## src/rtl/mpnp_pkg.sv

```systemverilog
// Shared widths for the 2x2 pooling and nibble packing block.
package mpnp_pkg;
    localparam int PIX_W  = 8;
    localparam int NIB_W  = 4;
    localparam int CELL_W = 4 * NIB_W;
    localparam int IDX_W  = 7;

    typedef logic [CELL_W-1:0] t_cell;
endpackage

```

## src/rtl/map_pool_2x2_nibble_pack.sv

```systemverilog
// Top level: 2x2 stride-2 pooling of a four-channel map into packed 16-bit cell words.
//
// Input channel (i_in_valid / o_in_ready) takes one pixel per beat in raster order over a
// (2*OUT_WIDTH) x (2*OUT_HEIGHT) frame; each byte is cut to its top nibble.
// Output channel (o_out_valid / i_out_ready) gives one cell word per 2x2 block, with its
// cell index and a last-cell flag, after the odd-row, odd-column pixel of that block.
// Even rows store the column-pair result in a line RAM of OUT_WIDTH words; on odd rows
// the read for a pair is issued on its even-column pixel, so the data is ready when the
// odd-column pixel arrives.
// A cell word is registered when its final pixel is accepted and is shown on the output in the cycle after.
// Throughput: one pixel per cycle, except that a cell-producing pixel waits on a stalled output.
// A stalled output holds its beat; pixels that produce no cell are still accepted, and a
// pixel that produces a cell is accepted as soon as the output slot frees or drains.
// Reset clears the column, row and cell counters and the output valid; the line RAM
// needs no clearing since every entry is written on an even row before it is read.
// After the last pixel of a frame the counters wrap and the next frame begins.
module map_pool_2x2_nibble_pack import mpnp_pkg::*; #(
    parameter int OUT_WIDTH  = 10,
    parameter int OUT_HEIGHT = 10
) (
    input  logic              i_clk,
    input  logic              i_rst_n,
    input  logic              i_in_valid,
    output logic              o_in_ready,
    input  logic [PIX_W-1:0]  i_obstacle,
    input  logic [PIX_W-1:0]  i_range_inverse,
    input  logic [PIX_W-1:0]  i_uncertainty,
    input  logic [PIX_W-1:0]  i_gate_opening,
    output logic              o_out_valid,
    input  logic              i_out_ready,
    output logic [CELL_W-1:0] o_cell_word,
    output logic [IDX_W-1:0]  o_cell_index,
    output logic              o_last_cell
);
    localparam int IN_W   = 2 * OUT_WIDTH;
    localparam int IN_H   = 2 * OUT_HEIGHT;
    localparam int CW     = $clog2(IN_W);
    localparam int RW     = $clog2(IN_H);
    localparam int AW     = (OUT_WIDTH > 1) ? $clog2(OUT_WIDTH) : 1;
    localparam int CELLS  = OUT_WIDTH * OUT_HEIGHT;
    localparam int NW_RAW = (CELLS > 1) ? $clog2(CELLS) : 1;
    localparam int NW     = (NW_RAW > IDX_W) ? NW_RAW : IDX_W;

    logic [CW-1:0] r_col, n_col;
    logic [RW-1:0] r_row, n_row;
    logic [NW-1:0] r_cnt, n_cnt;
    t_cell         r_pair;
    t_cell         r_word;
    logic [IDX_W-1:0] r_idx;
    logic          r_last;
    logic          r_valid, n_valid;

    t_cell         px;
    t_cell         pair;
    t_cell         cell_word;
    t_cell         rd_data;
    logic [AW-1:0] ocol;
    logic          odd_col;
    logic          odd_row;
    logic          emit;
    logic          accept;
    logic          last_now;

    assign px = {i_gate_opening[PIX_W-1 -: NIB_W], i_uncertainty[PIX_W-1 -: NIB_W],
                 i_range_inverse[PIX_W-1 -: NIB_W], i_obstacle[PIX_W-1 -: NIB_W]};

    assign ocol    = AW'(r_col >> 1);
    assign odd_col = r_col[0];
    assign odd_row = r_row[0];
    assign emit    = odd_col && odd_row;

    assign o_in_ready = !emit || !r_valid || i_out_ready;
    assign accept     = i_in_valid && o_in_ready;
    assign last_now   = (r_cnt == NW'(CELLS - 1));

    mpnp_join u_join_pair (
        .i_a (r_pair),
        .i_b (px),
        .o_y (pair)
    );

    mpnp_join u_join_cell (
        .i_a (rd_data),
        .i_b (pair),
        .o_y (cell_word)
    );

    mpnp_ram #(
        .WIDTH (CELL_W),
        .DEPTH (OUT_WIDTH)
    ) u_line (
        .i_clk   (i_clk),
        .i_we    (accept && odd_col && !odd_row),
        .i_waddr (ocol),
        .i_wdata (pair),
        .i_re    (accept && !odd_col && odd_row),
        .i_raddr (ocol),
        .o_rdata (rd_data)
    );

    always_comb begin
        n_col   = r_col;
        n_row   = r_row;
        n_cnt   = r_cnt;
        n_valid = r_valid && !i_out_ready;
        if (accept) begin
            if (r_col == CW'(IN_W - 1)) begin
                n_col = '0;
                n_row = (r_row == RW'(IN_H - 1)) ? '0 : r_row + 1'b1;
            end else begin
                n_col = r_col + 1'b1;
            end
            if (emit) begin
                n_valid = 1'b1;
                n_cnt   = last_now ? '0 : r_cnt + 1'b1;
            end
        end
    end

    always_ff @(posedge i_clk) begin
        if (!i_rst_n) begin
            r_col   <= '0;
            r_row   <= '0;
            r_cnt   <= '0;
            r_valid <= 1'b0;
        end else begin
            r_col   <= n_col;
            r_row   <= n_row;
            r_cnt   <= n_cnt;
            r_valid <= n_valid;
        end
    end

    always_ff @(posedge i_clk) begin
        if (accept && !odd_col) begin
            r_pair <= px;
        end
        if (accept && emit) begin
            r_word <= cell_word;
            r_idx  <= r_cnt[IDX_W-1:0];
            r_last <= last_now;
        end
    end

    assign o_out_valid  = r_valid;
    assign o_cell_word  = r_word;
    assign o_cell_index = r_idx;
    assign o_last_cell  = r_last;
endmodule

```

## src/rtl/mpnp_ram.sv

```systemverilog
// Generic single-write, single-read synchronous RAM with registered read data.
module mpnp_ram #(
    parameter int WIDTH = 16,
    parameter int DEPTH = 10
) (
    input  logic                                     i_clk,
    input  logic                                     i_we,
    input  logic [((DEPTH > 1) ? $clog2(DEPTH) : 1)-1:0] i_waddr,
    input  logic [WIDTH-1:0]                         i_wdata,
    input  logic                                     i_re,
    input  logic [((DEPTH > 1) ? $clog2(DEPTH) : 1)-1:0] i_raddr,
    output logic [WIDTH-1:0]                         o_rdata
);
    logic [WIDTH-1:0] r_mem [DEPTH];
    logic [WIDTH-1:0] r_rdata;

    always_ff @(posedge i_clk) begin
        if (i_we) begin
            r_mem[i_waddr] <= i_wdata;
        end
        if (i_re) begin
            r_rdata <= r_mem[i_raddr];
        end
    end

    assign o_rdata = r_rdata;
endmodule

```

## src/rtl/mpnp_join.sv

```systemverilog
// Nibble-wise join of two packed words: max on the three low nibbles, min on the top one.
module mpnp_join import mpnp_pkg::*; (
    input  t_cell i_a,
    input  t_cell i_b,
    output t_cell o_y
);
    always_comb begin
        logic [NIB_W-1:0] na;
        logic [NIB_W-1:0] nb;
        o_y = '0;
        for (int k = 0; k < 4; k++) begin
            na = i_a[k*NIB_W +: NIB_W];
            nb = i_b[k*NIB_W +: NIB_W];
            if (k < 3) begin
                o_y[k*NIB_W +: NIB_W] = (na > nb) ? na : nb;
            end else begin
                o_y[k*NIB_W +: NIB_W] = (na < nb) ? na : nb;
            end
        end
    end
endmodule

```

## config.mk

```make
export PLATFORM = sky130hd
export DESIGN_NAME = map_pool_2x2_nibble_pack
export DESIGN_NICKNAME = d
export VERILOG_FILES = /design/src/rtl/mpnp_pkg.sv /design/src/rtl/map_pool_2x2_nibble_pack.sv /design/src/rtl/mpnp_ram.sv /design/src/rtl/mpnp_join.sv
export SDC_FILE = /design/constraint.sdc
export NUM_CORES = 1
export LEC_CHECK = 0
export BUFFER_PORTS_ARGS = -buffer_cell sky130_fd_sc_hd__buf_2
export CORE_MARGIN = 10
export CORE_UTILIZATION = 55
export CTS_CLUSTER_SIZE = 25
export DETAILED_ROUTE_END_ITERATION = 7
export GPL_ROUTABILITY_DRIVEN = 1
export GPL_TIMING_DRIVEN = 0
export HOLD_SLACK_MARGIN = 0.02
export PLACE_DENSITY = 0.84
export SYNTH_ARGS = -nofsm -noshare
export SYNTH_HDL_FRONTEND = slang
export SYNTH_SLANG_ARGS = --single-unit
```

## constraint.sdc

```tcl
create_clock -name i_clk -period 3.47 [get_ports i_clk]
set_clock_uncertainty 0.2 [all_clocks]
set_input_delay 0.694 -clock i_clk [delete_from_list [all_inputs] [get_ports i_clk]]
set_output_delay 0.694 -clock i_clk [all_outputs]
set_load 0.02 [all_outputs]
```

=== After elaboration in Yosys (flattened, before gate mapping) ===
Memories as Yosys holds them, arrays and structs flattened. A register that Yosys moved wholly into a read port is not among the register bits.
Index checks and enable logic that the tools add are counted.

* Logic and storage cells: 55
* Input port bits: 36
* Memories: 1
* Memory bits (writable): 160
* Output and inout bits: 26
* Bits in registers: 58

{| class="wikitable"
|+ Memories
! name !! words !! width !! rd ports !! clocked after Yosys merged registers in !! wr ports !! line !! RTL
|-
| u_line.r_mem || 10 || 16 || 1 || 1 || 1 || mpnp_ram.sv:14 || <nowiki>logic [WIDTH-1:0] r_mem [DEPTH];</nowiki>
|}

* Reductions and logical operators: 17
* $add $sub $neg: 3
* Mux-type cells: 15
* Eq/ne operators: 3
* Magnitude comparators: 8

{| class="wikitable"
|+ Operator list
! kind !! count
|-
| $mux 4 || 8
|-
| $gt 4x4->1 || 6
|-
| $add 5x1->5 const B || 2
|-
| $eq 5x5->1 const B || 2
|-
| $mux 5 || 2
|-
| $logic_and 1x1->1 || 8
|-
| $lt 4x4->1 || 2
|-
| $add 7x1->7 const B || 1
|-
| $eq 7x7->1 const B || 1
|-
| $mux 7 || 1
|-
| $logic_not 1->1 || 5
|-
| $mux 1 || 4
|-
| $reduce_and 2->1 || 2
|-
| $logic_or 1x1->1 || 2
|}

=== Logic depth before layout (Yosys ltp) ===
* Depth after elaboration: 9
* Gate-level depth with buffers: 13
* Depth with buffers taken out: 13

=== Cells and area by module ===
Synthesis repeated with hierarchy kept, for this count alone.

* Cells, all modules: 639
* Area, all modules: 10,267.3 um2

{| class="wikitable"
|+ By module, submodules not included
! module !! cells each !! seq. area each (um2) !! area an instance (um2) !! instances
|-
| mpnp_ram || 358 || 5,285.1 || 6,872.8 || 1
|-
| map_pool_2x2_nibble_pack || 147 || 1,561.5 || 2,125.8 || 1
|-
| mpnp_join || 67 || 0.0 || 634.4 || 2
|}

=== Least setup slack after synthesis ===
Ideal clock, no wire load.

* Kind: input -> register
* From: input port i_uncertainty[5]
* To: register r_word[10] (netlist: o_cell_word[10]) (data pin)
* Path buffers: 0
* Stages: 13
* Required time: 3,010 ps
* Library setup time: 260 ps
* Slack: -209 ps
* Arrival time: 3,219 ps
* Cells stage by stage: inv_1 -> ha_1 -> nor2b_1 -> o21ai_1 -> a21oi_1 -> mux2_2 -> inv_1 -> ha_1 -> nor2b_1 -> o21a_1 -> o21a_1 -> o21ai_1 -> mux2_2

* Longest elaborated chain between the ends: 4

{| class="wikitable"
|+ RTL lines
! what !! line !! RTL
|-
| start, declared || map_pool_2x2_nibble_pack.sv:27 || <nowiki>input logic [PIX_W-1:0] i_uncertainty,</nowiki>
|-
| $gt 4x4->1 || mpnp_join.sv:15 || <nowiki>o_y[k*NIB_W +: NIB_W] = (na > nb) ? na : nb;</nowiki>
|-
| $mux 4 * || mpnp_join.sv:15 ||
|-
| named net pair[9] || map_pool_2x2_nibble_pack.sv:54 || <nowiki>t_cell pair;</nowiki>
|-
| $gt 4x4->1 * || mpnp_join.sv:15 ||
|-
| $mux 4 * || mpnp_join.sv:15 ||
|-
| named net cell_word[10] || map_pool_2x2_nibble_pack.sv:55 || <nowiki>t_cell cell_word;</nowiki>
|-
| end signal, assigned || map_pool_2x2_nibble_pack.sv:139 || <nowiki>r_word <= cell_word;</nowiki>
|-
| end, declared || map_pool_2x2_nibble_pack.sv:48 || <nowiki>t_cell r_word;</nowiki>
|}

The timed path passes the listed nets; every way through them passes the cells marked *.
A chain may end at the register's enable or synchronous reset.

=== Worst setup path after layout ===
* From: register r_pair[5]
* To: register r_word[7] (netlist: o_cell_word[7]) (data pin)

* Longest elaborated chain between the ends: 4

{| class="wikitable"
|+ RTL lines
! what !! line !! RTL
|-
| start, declared || map_pool_2x2_nibble_pack.sv:47 || <nowiki>t_cell r_pair;</nowiki>
|-
| start signal, assigned || map_pool_2x2_nibble_pack.sv:136 || <nowiki>r_pair <= px;</nowiki>
|-
| $gt 4x4->1 || mpnp_join.sv:15 ||
|-
| $mux 4 * || mpnp_join.sv:15 ||
|-
| named net pair[5] || map_pool_2x2_nibble_pack.sv:54 ||
|-
| $gt 4x4->1 * || mpnp_join.sv:15 ||
|-
| $mux 4 * || mpnp_join.sv:15 ||
|-
| named net cell_word[7] || map_pool_2x2_nibble_pack.sv:55 ||
|}

Marks and branches as above.

==> flow_metrics.env <==
export IMPL_final_area_um2=11700
export IMPL_synthFlopType="edfxtp_1"
export IMPL_cp_start_kind="register"
export IMPL_fin_crit_ns=3.39
export IMPL_status="completed"
export IMPL_cts_hold_buffers_added=0
export IMPL_wl_per_cell_um=22.1
export IMPL_grt_use_total_pct=16.6
export IMPL_numClockSinks=234
export IMPL_place_port_buffers=45
export IMPL_die_y_um=155
export IMPL_cts_tree="built"
export IMPL_drc=0
export IMPL_final_max_slew_violation_count=0
export IMPL_fin_ws_ns=0.0849
export IMPL_drv_cap=0
export IMPL_cp_cell_sequence="ha_4 -> nor2b_2 -> o21ai_2 -> a21oi_4 -> mux2_4 -> inv_2 -> ha_1 -> nor2b_1 -> o21a_1 -> o21a_1 -> o21ai_4 -> mux2_4"
export IMPL_ys_types=49
export IMPL_finalPower_mw=6.26
export IMPL_endpoint_kind="register"
export IMPL_synth_seq_cells=234
export IMPL_ys_top_cells_by_count="216 x edfxtp_1, 36 x inv_1, 34 x ha_1, 32 x nor2b_1"
export IMPL_pre_cts_slack_ns=-0.430
export IMPL_worstPathArrival_ns=3.45
export IMPL_hp_class="in2reg"
export IMPL_crit_fanout=5
export IMPL_required_ns=3.54
export IMPL_clk_pin_slew_ns=0.06
export IMPL_grt_pass1_wl_um=31900
export IMPL_cts_buffers=24
export IMPL_yosysSeqAreaShare_pct=68.6
export IMPL_period_share_pct=97.6
export IMPL_clock_latency_ns=0.51
export IMPL_htreeDepth=1
export IMPL_critPathSlowestCell="edfxtp_1"
export IMPL_leakage_nw=4.09
export IMPL_p_per_area_nw_per_um2=537
export IMPL_area_growth_pct=16.9
export IMPL_via_count=5720
export IMPL_synth_top_cell_area_share_pct=65.0
export IMPL_ios=62
export IMPL_synth_cells=598
export IMPL_yosysWarnings=0
export IMPL_synth_top_cell_by_area="edfxtp_1"
export IMPL_grt_pass1_vias=5865
export IMPL_whs_path_depth=1
export IMPL_vdd_drop_max_uv=341
export IMPL_core_area_um2=17900
export IMPL_finalHoldViolations=0
export IMPL_initial_utilization_pct=55.7
export IMPL_slew_headroom_pct=8.92
export IMPL_r2r_cells=12
export IMPL_worstMarginPinSlew_ns=1.36
export IMPL_cts_root_buf="clkbuf_16"
export IMPL_synth_most_common_cell="edfxtp_1"
export IMPL_antenna_cells=0
export IMPL_criticalPathCategory="reg2reg"
export IMPL_syn_avg_cell_area_um2=16.7
export IMPL_synthArstFlopShare_pct=0
export IMPL_dieArea_um2=23900
export IMPL_dp_hpwl_um=13700
export IMPL_grt_max_degree=18
export IMPL_fin_nets=763
export IMPL_antenna_left=0
export IMPL_max_freq_mhz=295
export IMPL_drtPass1Iterations=5
export IMPL_setup_viol=0
export IMPL_grt_overflow_total=0
export IMPL_slowest_delay_ns=0.45
export IMPL_die_w_um=155
export IMPL_synth_area_leaders="edfxtp_1 65%, mux4_2 5.9%, ha_1 4.3%"
export IMPL_gp_congestion=0.822
export IMPL_antenna_found_initial=0
export IMPL_totalWireLength_um=20700
export IMPL_synth_edf_count=216
export IMPL_drive_above_1_share_pct=27.4
export IMPL_syn_area_um2=9970
export IMPL_synth_net_count=668
export IMPL_drt_iter0_drc=487
export IMPL_via_per_inst=6.11
export IMPL_clock_path_buffers=3
export IMPL_placed_area_um2=10700
export IMPL_num_rows=49
-- sequential cells by signal, indices dropped and copies added (netlist names) --
| register | cells |
|---|---|
| u_line.r_mem | 160 |
| u_line.o_rdata | 16 |
| o_cell_word | 16 |
| r_row | 5 |
| o_last_cell | 1 |
| o_cell_index | 7 |
| r_col | 5 |
| r_cnt | 7 |
| r_pair | 16 |
| o_out_valid | 1 |
-- cells by family after synthesis --
| logic type | synth area share (%) |
|---|---|
| AO/OA/AOI/OAI | 5.12 |
| XOR/XNOR | 0.615 |
| buffers and inverters | 2.67 |
| adder cells (fa/ha/maj) | 4.27 |
| multiplexers | 12.6 |
| flip-flops | 68.6 |
| AND/OR/NAND/NOR | 6.06 |
-- power by group --
group,internal (mW),switching (mW)
Sequential,3.16,0.0128
Clock,1.53,1.01
Combinational,0.247,0.303
-- layer usage --
layer / vias to the layer above / GRT usage [%] / wire [um]
met5: - / 0 / 0
met4: 0 / 5.31 / 474
met3: 42 / 2.69 / 1590
met2: 262 / 28.2 / 10300
met1: 2891 / 21.4 / 8390
li1: 2525 / - / -
-- critical path: cells and delay by family (launching register included) --
kind,cells,cell delay (ns)
AO/OA/AOI/OAI,5,0.92
adder cells (fa/ha/maj),2,0.53
AND/OR/NAND/NOR,2,0.28
flip-flops,1,0.45
multiplexers,2,0.70
buffers and inverters,1,0.06
-- through the flow --
step	setup TNS (ns)	utilization [%]	cells	hold WS (ns)
2_1_floorplan	0	-	598	0.242
3_3_place_gp	-32.84	58.8	872	0.259
3_5_place_dp	-5.38	59.7	881	0.278
4_1_cts	0	64.0	921	0.178
5_1_grt	-0.209	65.1	936	0.175
6_report	0	65.1	936	0.187
-- worst paths after layout --
check / startpoint / endpoint / slack [ns]
worst min-delay path: i_range_inverse[7] / r_pair[7]$_DFFE_PP_ / 0.19
worst max register to register: r_pair[5]$_DFFE_PP_ / o_cell_word[7]$_DFFE_PP_ / 0.08
worst max-delay path: r_pair[5]$_DFFE_PP_ / o_cell_word[7]$_DFFE_PP_ / 0.08
worst min register to register: r_cnt[6]$_SDFFE_PN0P_ / o_cell_index[6]$_DFFE_PP_ / 0.30
-- timing repair --
item                       CTS  global route
pin swaps                    0             7
setup endpoints to repair    2            14
cloned                       0             2
resized for setup            1            15
setup buffers                0            13
-- cell usage in the layout, fill, tap and decap left out, drive strengths merged, types with 3 or more instances in the layout --
master,count
nor2b,32
or3,3
mux2i,20
ha,34
a21oi,28
nor2,18
dfxtp,18
a211oi,17
nand2,10
bufinv,3
o21a,9
buf,78
inv,36
nor3b,3
xnor2,3
edfxtp,216
clkinv,5
mux4,32
nand4,10
nand2b,4
xor2,4
mux2,30
nand3,8
a21boi,3
clkbuf,39
nor3,6
o21ai,16
-- layout make-up --
cell class                 instances  area [um2]
sequential                       234        6850
fill                            1167        6240
multi-input combinational        310        3050
clock buffer                      30         644
timing repair buffer              67         443
tap                              229         287
inverter                          36         135
buffer                            20         131
clock inverter                    10         128
(Power assumes the default switching activity.)
